--- src/rtl/hlsc_pkg.sv ---
`timescale 1ns / 1ps
// Package for the HTTP last status code parser.
// Holds the shared field widths, character constants and the result struct.
package hlsc_pkg;

  localparam int ByteW = 8;
  localparam int CodeW = 10;

  localparam logic [ByteW-1:0] ChSpace = 8'h20;
  localparam logic [ByteW-1:0] ChZero  = 8'h30;
  localparam logic [ByteW-1:0] ChNine  = 8'h39;
  localparam logic [ByteW-1:0] ChH     = 8'h48;
  localparam logic [ByteW-1:0] ChT     = 8'h54;
  localparam logic [ByteW-1:0] ChP     = 8'h50;
  localparam logic [ByteW-1:0] ChSlash = 8'h2F;
  localparam logic [ByteW-1:0] ChNul   = 8'h00;

  // One finished parse: the status flag and the code.
  typedef struct packed {
    logic             status_valid;
    logic [CodeW-1:0] status_code;
  } result_t;

endpackage

--- src/rtl/hlsc_scan.sv ---
`timescale 1ns / 1ps
// Per-byte scan state of the parser: "HTTP/" matcher, phase, digit accumulator.
// Depends on hlsc_pkg.
module hlsc_scan (
  input  logic                        clk,
  input  logic                        rst_n,
  input  logic                        step,
  input  logic [hlsc_pkg::ByteW-1:0]  byte_req,
  input  logic                        last,
  output hlsc_pkg::result_t           result
);

  typedef enum logic [2:0] {
    PH_IDLE,
    PH_SPACE,
    PH_DIGITS,
    PH_DONE,
    PH_FAILED
  } phase_t;

  logic [2:0]                 pattern_r, pattern_nxt;
  phase_t                     phase_r, phase_nxt;
  logic [1:0]                 digits_r, digits_nxt;
  logic [hlsc_pkg::CodeW-1:0] acc_r, acc_nxt;
  logic                       ended_r, ended_nxt;

  logic [hlsc_pkg::ByteW-1:0] want;
  logic [2:0]                 p_cur;
  logic                       is_digit;
  logic [13:0]                acc_wide;

  always_comb begin
    p_cur = (pattern_r > 3'd4) ? 3'd0 : pattern_r;
    case (p_cur)
      3'd0:    want = hlsc_pkg::ChH;
      3'd1:    want = hlsc_pkg::ChT;
      3'd2:    want = hlsc_pkg::ChT;
      3'd3:    want = hlsc_pkg::ChP;
      default: want = hlsc_pkg::ChSlash;
    endcase
    is_digit = (byte_req >= hlsc_pkg::ChZero) && (byte_req <= hlsc_pkg::ChNine);
    // acc * 10 + digit, kept to the code width.
    acc_wide = {1'b0, acc_r, 3'b000} + {3'b000, acc_r, 1'b0}
             + {10'd0, 4'(byte_req - hlsc_pkg::ChZero)};

    pattern_nxt = pattern_r;
    phase_nxt   = phase_r;
    digits_nxt  = digits_r;
    acc_nxt     = acc_r;
    ended_nxt   = ended_r;

    if (!ended_r) begin
      if (byte_req == hlsc_pkg::ChNul) begin
        ended_nxt = 1'b1;
      end else begin
        case (phase_r)
          PH_SPACE: begin
            if (byte_req == hlsc_pkg::ChSpace) begin
              phase_nxt  = PH_DIGITS;
              digits_nxt = 2'd0;
              acc_nxt    = '0;
            end
          end
          PH_DIGITS: begin
            if (is_digit) begin
              acc_nxt = acc_wide[hlsc_pkg::CodeW-1:0];
              if (digits_r >= 2'd2) begin
                phase_nxt = PH_DONE;
              end else begin
                digits_nxt = digits_r + 2'd1;
              end
            end else begin
              phase_nxt = PH_FAILED;
            end
          end
          default: begin
          end
        endcase

        // A completed "HTTP/" restarts the scan; a mismatch may begin a new match on 'H'.
        if (byte_req == want) begin
          if (p_cur == 3'd4) begin
            phase_nxt   = PH_SPACE;
            digits_nxt  = 2'd0;
            acc_nxt     = '0;
            pattern_nxt = 3'd0;
          end else begin
            pattern_nxt = p_cur + 3'd1;
          end
        end else begin
          pattern_nxt = (byte_req == hlsc_pkg::ChH) ? 3'd1 : 3'd0;
        end
      end
    end

    result.status_valid = (phase_nxt == PH_DONE);
    result.status_code  = (phase_nxt == PH_DONE) ? acc_nxt : '0;
  end

  always_ff @(posedge clk) begin
    if (!rst_n) begin
      pattern_r <= 3'd0;
      phase_r   <= PH_IDLE;
      digits_r  <= 2'd0;
      acc_r     <= '0;
      ended_r   <= 1'b0;
    end else if (step) begin
      if (last) begin
        pattern_r <= 3'd0;
        phase_r   <= PH_IDLE;
        digits_r  <= 2'd0;
        acc_r     <= '0;
        ended_r   <= 1'b0;
      end else begin
        pattern_r <= pattern_nxt;
        phase_r   <= phase_nxt;
        digits_r  <= digits_nxt;
        acc_r     <= acc_nxt;
        ended_r   <= ended_nxt;
      end
    end
  end

endmodule

--- src/rtl/hlsc_out_stage.sv ---
`timescale 1ns / 1ps
// Result register of the parser with its valid/ready handshake.
// Depends on hlsc_pkg.
module hlsc_out_stage (
  input  logic                        clk,
  input  logic                        rst_n,
  input  logic                        load,
  input  hlsc_pkg::result_t           result,
  output logic                        slot_free,
  output logic                        out_valid,
  input  logic                        out_ready,
  output logic                        out_status_valid,
  output logic [hlsc_pkg::CodeW-1:0]  out_status_code
);

  logic              valid_r;
  hlsc_pkg::result_t data_r;

  assign slot_free        = !valid_r || out_ready;
  assign out_valid        = valid_r;
  assign out_status_valid = data_r.status_valid;
  assign out_status_code  = data_r.status_code;

  always_ff @(posedge clk) begin
    if (!rst_n) begin
      valid_r <= 1'b0;
    end else if (load) begin
      valid_r <= 1'b1;
    end else if (out_ready) begin
      valid_r <= 1'b0;
    end
  end

  always_ff @(posedge clk) begin
    if (load) begin
      data_r <= result;
    end
  end

endmodule

--- src/rtl/http_last_status_code_parser_top.sv ---
`timescale 1ns / 1ps
// Top level of the HTTP last status code parser.
// Depends on hlsc_pkg, hlsc_scan and hlsc_out_stage.
//
//   Channel | Ports                                   | Direction
//   --------+-----------------------------------------+----------
//   in      | in_valid, in_ready, in_byte_req, in_last | sink
//   out     | out_valid, out_ready, out_status_valid,  | source
//           | out_status_code                          |
//
// Each transaction on the input channel carries one response byte. It is held
// in an input register until the scanner takes it, then scanned by the parse
// state; a byte marked last loads its result into the output register.
// A new byte can be taken every cycle unless a byte marked last waits on a
// stalled output register, so the sustained rate is one byte per clock.
// Reset (rst_n low, synchronous) clears the parse state and both valid flags.
// A stalled output only holds back a byte marked last; other bytes keep
// flowing, and the output register keeps taking results while one is taken.
module http_last_status_code_parser_top (
  input  logic                        clk,
  input  logic                        rst_n,
  input  logic                        in_valid,
  output logic                        in_ready,
  input  logic [hlsc_pkg::ByteW-1:0]  in_byte_req,
  input  logic                        in_last,
  output logic                        out_valid,
  input  logic                        out_ready,
  output logic                        out_status_valid,
  output logic [hlsc_pkg::CodeW-1:0]  out_status_code
);

  // Input register: holds one byte transaction until the scanner takes it.
  logic                       in_v_r;
  logic [hlsc_pkg::ByteW-1:0] byte_r;
  logic                       last_r;

  logic              slot_free;
  logic              advance;
  hlsc_pkg::result_t result;

  // A byte advances when it yields no result, or the output register can take it.
  assign advance  = in_v_r && (!last_r || slot_free);
  assign in_ready = !in_v_r || advance;

  always_ff @(posedge clk) begin
    if (!rst_n) begin
      in_v_r <= 1'b0;
    end else if (in_ready) begin
      in_v_r <= in_valid;
    end
  end

  always_ff @(posedge clk) begin
    if (in_ready && in_valid) begin
      byte_r <= in_byte_req;
      last_r <= in_last;
    end
  end

  hlsc_scan u_scan (
    .clk      (clk),
    .rst_n    (rst_n),
    .step     (advance),
    .byte_req (byte_r),
    .last     (last_r),
    .result   (result)
  );

  // Only a byte marked last produces a result transaction.
  hlsc_out_stage u_out (
    .clk              (clk),
    .rst_n            (rst_n),
    .load             (advance && last_r),
    .result           (result),
    .slot_free        (slot_free),
    .out_valid        (out_valid),
    .out_ready        (out_ready),
    .out_status_valid (out_status_valid),
    .out_status_code  (out_status_code)
  );

endmodule
--- config.mk ---
export PLATFORM = sky130hd
export DESIGN_NAME = http_last_status_code_parser_top
export DESIGN_NICKNAME = d
export VERILOG_FILES = /design/src/rtl/hlsc_pkg.sv /design/src/rtl/hlsc_scan.sv /design/src/rtl/hlsc_out_stage.sv /design/src/rtl/http_last_status_code_parser_top.sv
export SDC_FILE = /design/constraint.sdc
export NUM_CORES = 1
export LEC_CHECK = 0
export ABC_CLOCK_PERIOD_IN_PS = 2850
export CORE_UTILIZATION = 57
export DETAILED_ROUTE_END_ITERATION = 8
export DONT_BUFFER_PORTS = 1
export GPL_ROUTABILITY_DRIVEN = 0
export MAX_ROUTING_LAYER = met4
export PLACE_DENSITY = 0.86
export SLEW_MARGIN = 10
export SYNTH_ARGS = -nofsm -noshare
export SYNTH_HDL_FRONTEND = slang
export SYNTH_HIERARCHICAL = 1
export SYNTH_SLANG_ARGS = --single-unit
--- constraint.sdc ---
create_clock -name clk -period 2.85 [get_ports clk]
set_clock_uncertainty 0.15 [all_clocks]
set_input_delay 0.285 -clock clk [delete_from_list [all_inputs] [get_ports clk]]
set_output_delay 0.285 -clock clk [all_outputs]
set_load 0.005 [all_outputs]
---- Yosys cells after proc, flatten, opt, wreduce, memory -nomap -nowiden ----
Cells that the tools add are included.
operators by class
  reduce and logical (&&, ||, !) cells .... 15
  add/sub/neg operators ................... 5
  equality and inequality tests ........... 12
  order comparisons ....................... 4
  multiplexer cells ....................... 39
operator list
  kind                                                                              count
  10-bit 2-to-1 mux                                                                 7
  3-bit 2-to-1 mux                                                                  14
  7-bit one-hot mux with 3 select lines                                             1
  10-bit one-hot mux with 2 select lines                                            1
  2-bit 2-to-1 mux                                                                  8
  3-bit by 2-bit equality test with 1-bit output, second input constant             4
  10-bit adder                                                                      1
  10-bit by 4-bit adder with 10-bit output                                          1
  8-bit by 6-bit equality test with 1-bit output, second input constant             1
  8-bit by 7-bit equality test with 1-bit output                                    1
  8-bit by 7-bit equality test with 1-bit output, second input constant             1
  8-bit by 6-bit >= comparator with 1-bit output, second input constant             1
  8-bit by 6-bit less-or-equal comparator with 1-bit output, second input constant  1
  8-bit zero test                                                                   1
  3-bit by 1-bit equality test with 1-bit output, second input constant             2
  1-bit 2-to-1 mux                                                                  6
  3-bit one-hot mux with 2 select lines                                             1
  1-bit logical AND                                                                 4
  2-bit != test, second input constant                                              2
  2-bit one-hot mux with 2 select lines                                             1
  4-bit by 1-bit subtractor with 4-bit output, second input constant                1
  3-bit by 1-bit adder with 3-bit output, second input constant                     1
  3-bit equality test, second input constant                                        1
  3-bit greater-than comparator, second input constant                              1
  other kinds (8)                                                                   12
storage, ports and cells
  input port bits ......................... 13
  flip-flop bits (word level) ............. 41
  logic and storage cells ................. 86

---- Logic depth before layout (Yosys ltp) ----
Gate-level depths: netlist of run 1.
  word-level depth ........................ 10
  depth in mapped cells ................... 12
  gate-level depth less buffers ........... 11

---- By module ----
The synthesis of run 1 kept the hierarchy.
modules (own cells, without submodules)
  module                            times used  area each (µm²)  cells an instance
  hlsc_scan                         1           1746.7           201
  hlsc_out_stage                    1           379.1            15
  http_last_status_code_parser_top  1           352.8            17

---- Least setup slack after synthesis of run 1 ----
OpenSTA, ideal clock, no wires.
  path kind ............................... register -> register
  start ................................... register u_scan.pattern_r[0]
  end ..................................... register u_out.data_r, in the netlist u_out/out_status_code[7] (data pin)
  setup time .............................. 0.140 ns
  arrival time ............................ 2.702 ns
  buffers on the path ..................... 1
  data required time ...................... 2.560 ns
  stages on the path, launching flop included .. 13
  path slack .............................. -0.143 ns
  period minus slack after synthesis ...... 2.993 ns
  cell sequence ........................... dfxtp_1 -> nand2b_1 -> inv_1 -> ha_1 -> ha_1 -> nor3_1 -> or3_1 -> a21bo_2 -> a2111oi_4 -> o211ai_2 -> or3_4 -> buf_6 -> a21oi_2
on the way
  longest elaborated chain between the ends .. 10
RTL lines
  what                                                                                                              RTL line              source
  start: declaration                                                                                                hlsc_scan.sv:21       logic [2:0] pattern_r, pattern_nxt;
  start signal: assignment                                                                                          hlsc_scan.sv:115      pattern_r <= pattern_nxt;
  3-bit greater-than comparator                                                                                     hlsc_scan.sv:33       p_cur = (pattern_r > 3'd4) ? 3'd0 : pattern_r;
  3-bit 2-to-1 mux *                                                                                                hlsc_scan.sv:33
  3-bit by 1-bit equality test with 1-bit output or 3-bit by 2-bit equality test with 1-bit output (tied branches)  hlsc_scan.sv:34       case (p_cur)
  2-bit OR reduction (no line)                                                                                      -
  7-bit one-hot mux with 3 select lines                                                                             hlsc_scan.sv:34
  8-bit by 7-bit equality test with 1-bit output                                                                    hlsc_scan.sv:81       if (byte_req == want) begin
  3-bit 2-to-1 mux                                                                                                  hlsc_scan.sv:81
  3-bit 2-to-1 mux                                                                                                  hlsc_scan.sv:53       if (byte_req == hlsc_pkg::ChNul) begin
  3-bit 2-to-1 mux                                                                                                  hlsc_scan.sv:52       if (!ended_r) begin
  3-bit by 2-bit equality test with 1-bit output                                                                    hlsc_scan.sv:97       result.status_code = (phase_nxt == PH_DONE) ? acc_nxt : '0;
  end signal: assignment                                                                                            hlsc_out_stage.sv:36  data_r <= result;
  end: declaration                                                                                                  hlsc_out_stage.sv:17  hlsc_pkg::result_t data_r;
Mark *: on every way between the ends. The rest lies on a longest branch, timed or not.
A chain may end at the register's enable or synchronous reset.

---- Worst setup path in the final report of run 1 ----
  start ................................... register u_scan.pattern_r[2]
  end ..................................... register u_out.data_r, in the netlist u_out/out_status_code[7] (data pin)
The elaborated chain is that of the path after synthesis.

==> results of run 1 <==
[critical path, stage by stage, from the launching register on]
cell       delay [ns]
dfxtp_2          0.35
nand2b_4         0.16
buf_6            0.12
ha_4             0.15
buf_4            0.13
nor2_1           0.20
xnor2_1          0.09
o31a_1           0.36
a2111oi_4        0.33
buf_4            0.20
o211ai_4         0.09
or3_4            0.46
a21oi_2          0.14
[worst min-delay path by stage]
stage	startpoint	end	slack, ns	cells after the start
after global placement	in_last	last_r	0.23	0
after CTS	rst_n	u_scan/phase_r[1]	0.001	1
after global routing	rst_n	in_v_r	-0.0008	1
after detailed placement	in_byte_req[6]	byte_r[6]	0.23	0
final	rst_n	in_v_r	0.01	1
after floorplan	in_byte_req[0]	byte_r[0]	0.23	0
[what timing repair did]
item | in CTS | in global routing
pin swaps | 4 | 14
setup endpoints to repair | 23 | 25
gates cloned | 1 | 0
hold buffers | 11 | 0
setup buffers | 3 | 4
hold endpoints to repair | 12 | 0
gates resized for setup | 18 | 19
[cell families (layout without fill, tap and decap cells)]
family	after synthesis	count (layout)	share of synthesized area, %
buffers and inverters	22	71	3.685
XOR/XNOR	9	9	3.180
multiplexers	2	2	0.8077
adder cells (fa/ha/maj)	23	23	12.22
AO/OA/AOI/OAI	65	65	20.90
AND/OR/NAND/NOR	71	72	18.02
flip-flops	41	41	41.19
[cell usage in the layout (no fill, tap or decap), types with 4 or more instances in the layout]
cell type       n
a21oi_1         6
a21oi_2         4
a22o_1          8
a22oi_2         6
buf_4          30
buf_6           4
clkbuf_8        6
dfxtp_1        17
dfxtp_2         4
dlygate4sd3_1  11
edfxtp_1       20
ha_1           17
ha_4            4
inv_1          16
nand2_1        11
nand3_1         6
nor2_1          8
nor2_2          8
nor4_1          5
o21ai_0         5
xnor2_1         7
[power by group through the flow]
stage / Sequential (mW) / Combinational, mW / Clock [mW]
final: 0.637 / 0.0973 / 0.402
after global routing: 0.638 / 0.103 / 0.434
after CTS: 0.636 / 0.0904 / 0.405
after detailed placement: 0.650 / 0.0715 / 0
after global placement: 0.650 / 0.0682 / 0
after floorplan: 0.651 / 0.0414 / 0
[area by class of cell]
type / count / share of cell area [%]
Tap cell: 50 / 1.941
Sequential cell: 41 / 31.83
Timing Repair Buffer: 45 / 11.80
Clock inverter: 2 / 0.4270
Clock buffer: 6 / 2.562
Inverter: 18 / 2.252
Multi-Input combinational cell: 171 / 49.18
[flip-flops by register name, summed over array words and instances, names as in the netlist]
signal,count
u_scan/digits_r,2
u_scan/phase_r,3
u_out/out_status_code,10
in_v_r,1
u_out/out_status_valid,1
u_scan/acc_r,10
u_out/out_valid,1
byte_r,8
u_scan/pattern_r,3
u_scan/ended_r,1
last_r,1
[per-layer routing]
metal  routed length, um  vias up  track usage, %
li1                    -      973               -
met1                2637     1065           36.05
met2                3463      130           54.53
met3                 650       28           7.333
met4                 206        0           15.89
met5                   0        -               -
[metrics by stage]
step | hold WS (ns) | util (%) | cell area [um2] | power [mW]
2_1_floorplan | 0.2339 | - | 2540 | 0.6922
3_3_place_gp | 0.2339 | 67.91 | 2775 | 0.7178
3_5_place_dp | 0.2339 | 67.91 | 2775 | 0.7216
4_1_cts | 0.001211 | 75.75 | 3095 | 1.131
5_1_grt | -0.0007539 | 78.87 | 3223 | 1.175
6_report | 0.01136 | 78.87 | 3223 | 1.137
==> reports/metrics.cfg, run 1 <==
[sta]
setup_ws_ns = -0.2350
worstMarginPinSlew_ns = 0.9293
finalMaxSlewViolations = 0
fin_crit_sh_pct = 108.2
setup_viol = 24
slew_headroom_pct = 37.71
hold_viol = 0
grt_setup_unrepaired = yes
tns_ns = -4.092
max_freq_ghz = 0.3242
final.min_clock_period_ns = 3.085

[cells_and_area]
n_antenna_cell = 0
drive_gt1_share_pct = 35.34
fin_cells = 333
synthToLayoutAreaGrowth_pct = 30.04
nFillCells = 244
multi_input_area_mm2 = 0.001585
regArea_mm2 = 0.001026
nets = 318

[hold_path]
hold_class = in -> reg

[worst_setup_path]
setup.reg_to_reg.worst_slack_ns = -0.23
cp-end-kind = flip-flop
rr_worst_depth = 12
r2r-end = u_out/out_status_code[7]
critPathArrivalTime_ns = 3.09
required_ns = 2.85
r2r_start = u_scan/pattern_r[2]
worstSetupPathType = reg -> reg
crit_path_end = u_out/out_status_code[7]
path_max_fanout = 6
startpoint = u_scan/pattern_r[2]
worstSetupStartpointType = flip-flop

[global_routing]
grt_start_max_net_pins = 14
antenna_found_initial = 0
grt_overflow = 0
grt_pass1_vias = 2170
gr-usage-all-layers_pct = 32.48
grt_pass1_wl_um = 10380

[drt]
first_pass_iters = 4
via_per_inst = 6.595
wire_per_inst_um = 20.89
via_count = 2196
ant_nets = 0
drc = 0
wl_um = 6956
drtIter0Drc = 173

[cts]
h-tree-depth = 2
clk_pin_slew_worst_paths_ns = 0.09
clk_latency_ns = 0.30
cts-root-buf = clkbuf_8
cts_tree = built
cts_sinks = 41
cts.path.max_buffers = 2
cts-buffers-inserted = 5

[placement]
numPortBuffers = 0
place_hpwl_um = 4181
place_ws_ns = -0.1393
dp_cells = 306

[synth]
synth_top_area_share_pct = 24.23
synth_top_cell_by_area = edfxtp_1
synth_ff_type = dfxtp_1
synth.avg_cell_area_um2 = 10.64
synth_common_cells = dfxtp_1, ha_1, edfxtp_1, inv_1, nand2_1
syn_inst = 233
synthTopCellsByArea = edfxtp_1, dfxtp_1, ha_1
syn_nets = 269
ys_async_sr_fraction_pct = 0
yosys_warnings = 6
synth_area_mm2 = 0.002479
synth-seq-cells = 41
seq_area_frac_synth_pct = 41.19
synthDistinctLibCells = 59
synth_edf_count = 20

[power]
peakVddDrop_v = 0.0003622
power.switching_fraction_pct = 23.57
p_leak_nw = 1.272
powerDensity_mw_per_mm2 = 352.7
p_comb_share_pct = 8.6
seq_power_share_pct = 56.1
switchingPower_mw = 0.2680
p_clk_share_pct = 35.4
p_int_mw = 0.8688

[floorplanning]
die_w_um = 67.94
dieArea_mm2 = 0.004616
die_h_um = 67.94
floorplan.initialDensity_pct = 60.66
row_count = 23
core_area_mm2 = 0.004086
io_pins = 26

[status]
violations = negative setup slack
outcome = complete, but fails checks

[job]
drv_cap = 0

No activity file was read; power rests on OpenSTA's default activity.
==> run 2, diff against run 1 <==
--- a/config.mk
+++ b/config.mk
@@ -5,8 +5,11 @@
 export SDC_FILE = /design/constraint.sdc
 export NUM_CORES = 1
 export LEC_CHECK = 0
+export ABC_AREA = 0
 export ABC_CLOCK_PERIOD_IN_PS = 2850
-export CORE_UTILIZATION = 57
+export CELL_PAD_IN_SITES_DETAIL_PLACEMENT = 0
+export CELL_PAD_IN_SITES_GLOBAL_PLACEMENT = 1
+export CORE_UTILIZATION = 45
 export DETAILED_ROUTE_END_ITERATION = 8
 export DONT_BUFFER_PORTS = 1
 export GPL_ROUTABILITY_DRIVEN = 0
==> reports/metrics.cfg, run 2 (synthesized netlist as in run 1, its figures left out) <==
[status]
violations = negative setup slack  ; unchanged
outcome = complete, but fails checks  ; unchanged

[placement]
place_ws_ns = -0.1258  ; was -0.1393 ns
place_hpwl_um = 3948  ; was 4181 um
numPortBuffers = 0  ; unchanged

[worst_setup_path]
worstSetupPathType = reg -> reg  ; unchanged
path_max_fanout = 6  ; unchanged
worstSetupStartpointType = flip-flop  ; unchanged
required_ns = 2.74  ; was 2.85 ns
critPathArrivalTime_ns = 2.87  ; was 3.09 ns
cp-end-kind = flip-flop  ; unchanged

[floorplanning]
io_pins = 26  ; unchanged
row_count = 26  ; was 23
floorplan.initialDensity_pct = 47.62  ; was 60.66%
die_w_um = 76.22  ; was 67.94 um
dieArea_mm2 = 0.005809  ; was 0.004616 mm2
die_h_um = 76.22  ; was 67.94 um
core_area_mm2 = 0.005205  ; was 0.004086 mm2

[cts]
clk_latency_ns = 0.29  ; was 0.30 ns
h-tree-depth = 2  ; unchanged
cts-buffers-inserted = 5  ; unchanged
cts.path.max_buffers = 2  ; unchanged
clk_pin_slew_worst_paths_ns = 0.08  ; was 0.09 ns
cts_sinks = 41  ; unchanged
cts_tree = built  ; unchanged
cts-root-buf = clkbuf_8  ; unchanged

[cells_and_area]
final_core_util_pct = 62.52  ; was 78.87%
multi_input_area_mm2 = 0.001551  ; was 0.001585 mm2
nFillCells = 445  ; was 244
synthToLayoutAreaGrowth_pct = 31.30  ; was 30.04%
regArea_mm2 = 0.001025  ; was 0.001026 mm2
nets = 323  ; was 318
final_cell_mix = buf_4, edfxtp_1, dfxtp_1, ha_1, inv_1  ; unchanged
drive_gt1_share_pct = 34.38  ; was 35.34%
layout_commonest_cell = buf_4  ; unchanged
n_antenna_cell = 0  ; unchanged

[drt]
via_count = 2010  ; was 2196
wire_per_inst_um = 16.09  ; was 20.89 um
drtIter0Drc = 114  ; was 173
drc = 0  ; unchanged
ant_nets = 0  ; unchanged
wl_um = 5762  ; was 6956 um
first_pass_iters = 4  ; unchanged
via_per_inst = 5.615  ; was 6.595

[global_routing]
grt_start_max_net_pins = 14  ; unchanged
grt_pass1_wl_um = 9639  ; was 10380 um
gr-usage-all-layers_pct = 21.49  ; was 32.48%
grt_overflow = 0  ; unchanged
grt_pass1_vias = 1944  ; was 2170
antenna_found_initial = 0  ; unchanged

[sta]
finalMaxSlewViolations = 0  ; unchanged
max_freq_ghz = 0.3363  ; was 0.3242 GHz
hold_viol = 0  ; unchanged
fin_crit_sh_pct = 104.3  ; was 108.2%
setup_viol = 24  ; unchanged
final.min_clock_period_ns = 2.973  ; was 3.085 ns
grt_setup_unrepaired = yes  ; unchanged
worstMarginPinSlew_ns = 0.8300  ; was 0.9293 ns
slew_headroom_pct = 44.37  ; was 37.71%
setup_ws_ns = -0.1234  ; was -0.2350 ns

[job]
drv_cap = 0  ; unchanged

[hold_path]
hold_class = in -> reg  ; unchanged

[power]
peakVddDrop_v = 0.0002827  ; was 0.0003622 V
powerDensity_mw_per_mm2 = 347.1  ; was 352.7 mW/mm2
p_leak_nw = 1.273  ; was 1.272 nW

## run 2: area by class of cell
class	instances	share of cell area, %
Clock buffer	7	2.653
Clock inverter	1	0.2307
Inverter	18	2.230
Multi-Input combinational cell	171	47.67
Sequential cell	41	31.49
Tap cell	70	2.691
Timing Repair Buffer	50	13.03
## run 2: final timing paths
| path | startpoint | end | slack [ns] | cells past startpoint |
|---|---|---|---|---|
| hold / removal | rst_n | u_scan/phase_r[2] | 0.04 | 2 |
| setup / recovery | u_scan/pattern_r[2] | u_out/out_status_code[1] | -0.12 | 13 |
| hold reg to reg | u_scan/acc_r[9] | u_scan/acc_r[9] | 0.33 | 2 |
| setup reg to reg | u_scan/pattern_r[2] | u_out/out_status_code[1] | -0.12 | 13 |
## run 2: worst max-delay path, cell delays in order (launching register included)
cell	delay [ns]
dfxtp_2	0.33
nand2b_4	0.16
inv_4	0.09
ha_4	0.14
ha_4	0.13
nor3_2	0.04
or3_1	0.32
a21bo_2	0.22
a2111oi_4	0.42
buf_4	0.20
buf_6	0.10
o21a_1	0.16
or3_4	0.21
nor2_2	0.05
## run 2: per-stage QoR
stage / area, um2 / std cells / hold WS, ns / setup TNS (ns) / power (mW)
after floorplan: 2540 / 233 / 0.2339 / -0.1210 / 0.6922
after global placement: 2823 / 329 / 0.2339 / -0.6944 / 0.7189
after detailed placement: 2823 / 329 / 0.2339 / -1.524 / 0.7193
after CTS: 3198 / 355 / 0.01101 / -0.9117 / 1.134
after global routing: 3254 / 358 / 0.04432 / -4.105 / 1.165
final: 3254 / 358 / 0.03666 / -1.928 / 1.130
## run 2: metal layers
| metal | vias to the layer above | part of all wire [%] | wire, um | GRT usage [%] |
|---|---|---|---|---|
| met5 | - | 0 | 0 | - |
| met4 | 0 | 1.5 | 84 | 7.115 |
| met3 | 8 | 3.6 | 209 | 2.994 |
| met2 | 54 | 47 | 2694 | 33.33 |
| met1 | 964 | 48 | 2775 | 28.94 |
| li1 | 984 | - | - | - |
## run 2: where the power goes
part | leakage (nW) | internal [mW] | switching, mW | total [mW]
sequential | 0.383 | 0.627 | 0.00988 | 0.637
clock | 0.0445 | 0.197 | 0.205 | 0.402
combinational | 0.845 | 0.0451 | 0.0460 | 0.0911
## run 2: repair_timing
action,4_1_cts,5_1_grt
hold buffers,12,0
setup endpoints to repair,22,25
endpoints found under the hold margin,13,0
resized for setup,24,11
gates cloned,1,1
setup buffers,5,2
pin swaps,5,7
==> run 3, diff against run 2 <==
--- a/config.mk
+++ b/config.mk
@@ -6,15 +6,16 @@
 export NUM_CORES = 1
 export LEC_CHECK = 0
 export ABC_AREA = 0
-export ABC_CLOCK_PERIOD_IN_PS = 2850
+export ABC_CLOCK_PERIOD_IN_PS = 2900
 export CELL_PAD_IN_SITES_DETAIL_PLACEMENT = 0
 export CELL_PAD_IN_SITES_GLOBAL_PLACEMENT = 1
-export CORE_UTILIZATION = 45
+export CORE_UTILIZATION = 50
 export DETAILED_ROUTE_END_ITERATION = 8
 export DONT_BUFFER_PORTS = 1
 export GPL_ROUTABILITY_DRIVEN = 0
 export MAX_ROUTING_LAYER = met4
-export PLACE_DENSITY = 0.86
+export PLACE_DENSITY = 0.9
+export REMOVE_ABC_BUFFERS = 1
 export SLEW_MARGIN = 10
 export SYNTH_ARGS = -nofsm -noshare
 export SYNTH_HDL_FRONTEND = slang
==> constraint.sdc (replaced) <==
create_clock -name clk -period 2.9 [get_ports clk]
set_clock_uncertainty 0.15 [all_clocks]
set_input_delay 0.29 -clock clk [delete_from_list [all_inputs] [get_ports clk]]
set_output_delay 0.29 -clock clk [all_outputs]
set_load 0.005 [all_outputs]
==> reports/metrics.cfg, run 3 (synthesized netlist as in run 1, its figures left out) <==
[floorplanning]
floorplan.initialDensity_pct = 52.13  ; was 47.62%
dieArea_mm2 = 0.005242  ; was 0.005809 mm2
die_w_um = 72.41  ; was 76.22 um
die_h_um = 72.41  ; was 76.22 um
io_pins = 26  ; unchanged
row_count = 25  ; was 26
core_area_mm2 = 0.004755  ; was 0.005205 mm2

[sta]
setup_viol = 1  ; was 24
worstMarginPinSlew_ns = 0.9246  ; was 0.8300 ns
setup_ws_ns = -0.01200  ; was -0.1234 ns
slew_headroom_pct = 38.02  ; was 44.37%
final.min_clock_period_ns = 2.912  ; was 2.973 ns
grt_setup_unrepaired = yes  ; unchanged
max_freq_ghz = 0.3434  ; was 0.3363 GHz
finalMaxSlewViolations = 0  ; unchanged
hold_viol = 0  ; unchanged
fin_crit_sh_pct = 100.4  ; was 104.3%

[power]
peakVddDrop_v = 0.0002160  ; was 0.0002827 V
p_leak_nw = 1.255  ; was 1.273 nW
powerDensity_mw_per_mm2 = 344.0  ; was 347.1 mW/mm2

[global_routing]
grt_overflow = 0  ; unchanged
grt_start_max_net_pins = 13  ; was 14
grt_pass1_vias = 2034  ; was 1944
antenna_found_initial = 0  ; unchanged
grt_pass1_wl_um = 9666  ; was 9639 um
gr-usage-all-layers_pct = 25.12  ; was 21.49%

[drt]
ant_nets = 0  ; unchanged
drtIter0Drc = 139  ; was 114
via_count = 2019  ; was 2010
via_per_inst = 5.752  ; was 5.615
wl_um = 5952  ; was 5762 um
first_pass_iters = 4  ; unchanged
wire_per_inst_um = 16.96  ; was 16.09 um
drc = 0  ; unchanged

[worst_setup_path]
worstSetupPathType = reg -> reg  ; unchanged
required_ns = 2.94  ; was 2.74 ns
cp-end-kind = flip-flop  ; unchanged
path_max_fanout = 8  ; was 6
critPathArrivalTime_ns = 2.95  ; was 2.87 ns
worstSetupStartpointType = flip-flop  ; unchanged
setup.reg_to_reg.worst_slack_ns = -0.01  ; was -0.12 ns
rr_worst_depth = 13  ; unchanged

[cells_and_area]
final_core_util_pct = 68.00  ; was 62.52%
n_antenna_cell = 0  ; unchanged
final_cell_mix = buf_4, edfxtp_1, dfxtp_1, ha_1, inv_1  ; unchanged
drive_gt1_share_pct = 34.51  ; was 34.38%
synthToLayoutAreaGrowth_pct = 30.44  ; was 31.30%
layout_commonest_cell = buf_4  ; unchanged
nets = 319  ; was 323
fin_cells = 351  ; was 358

[job]
drv_cap = 0  ; unchanged

[cts]
h-tree-depth = 2  ; unchanged
cts-root-buf = clkbuf_8  ; unchanged
cts_tree = built  ; unchanged
clk_pin_slew_worst_paths_ns = 0.08  ; about the same
clk_latency_ns = 0.30  ; was 0.29 ns
cts.path.max_buffers = 2  ; unchanged
cts_sinks = 41  ; unchanged
cts-buffers-inserted = 5  ; unchanged

[hold_path]
hold_path_depth = 1  ; was 2
hold_class = in -> reg  ; unchanged

[placement]
place_hpwl_um = 4111  ; was 3948 um
numPortBuffers = 0  ; unchanged
dp_cells = 327  ; was 329

[status]
violations = negative setup slack  ; unchanged
outcome = complete, but fails checks  ; unchanged

run 3: final timing paths:
path	end	from
worst max register to register	u_scan/acc_r[8]	u_scan/pattern_r[2]
worst max-delay path	u_scan/acc_r[8]	u_scan/pattern_r[2]
worst min register to register	u_scan/digits_r[0]	u_scan/digits_r[0]
worst min-delay path	u_scan/phase_r[1]	rst_n
run 3: worst max-delay path, stage by stage, from the launching register on:
cell and delay [ns]:
dfxtp_2 0.33, nand2b_4 0.16, inv_4 0.09, ha_4 0.14
ha_4 0.12, nor3_1 0.04, or3_1 0.33, a21bo_2 0.22
a2111oi_4 0.35, buf_6 0.18, o21ai_4 0.09, a22o_4 0.28
buf_12 0.14, a22o_1 0.18
run 3: per-layer routing:
layer | vias to the layer above | part of all wire, % | track usage [%]
li1 | 973 | - | -
met1 | 963 | 41 | 29.22
met2 | 64 | 51 | 41.54
met3 | 19 | 3.9 | 4.444
met4 | 0 | 3.7 | 13.07
met5 | - | 0 | -
run 3: timing repair:
action / in CTS / in global routing
pin swaps: 3 / 19
setup endpoints to repair: 22 / 24
gates cloned: 1 / 1
hold buffers: 12 / 0
endpoints found under the hold margin: 11 / 0
setup buffers: 1 / 1
resized for setup: 18 / 31
run 3: cell type report:
| class | count | area [um2] |
|---|---|---|
| flip-flops and latches | 41 | 1025 |
| inverters | 18 | 72.57 |
| clock buffers | 8 | 90.09 |
| multi-input cells | 171 | 1559 |
| fillers | 360 | 1521 |
| well taps | 67 | 83.83 |
| repair buffers | 46 | 402.9 |
run 3: power breakdown:
group          leakage [nW]  switching [mW]  internal (mW)
Combinational         0.827          0.0465         0.0457
Sequential            0.383         0.00977          0.616
Clock                0.0455           0.200          0.194
run 3: metrics by stage:
step	power [mW]	setup WS [ns]	hold WS (ns)	TNS (ns)	instance area (um2)
floorplan	0.6778	-0.1092	0.2389	-0.6831	2455
global placement	0.7096	-0.08146	0.2389	-0.7644	2784
detailed placement	0.7106	-0.1535	0.2389	-2.001	2784
CTS	1.101	-0.01001	0.008361	-0.01236	3092
global route	1.145	-0.1122	0.002659	-1.340	3233
finish	1.112	-0.01200	0.004337	-0.01200	3233
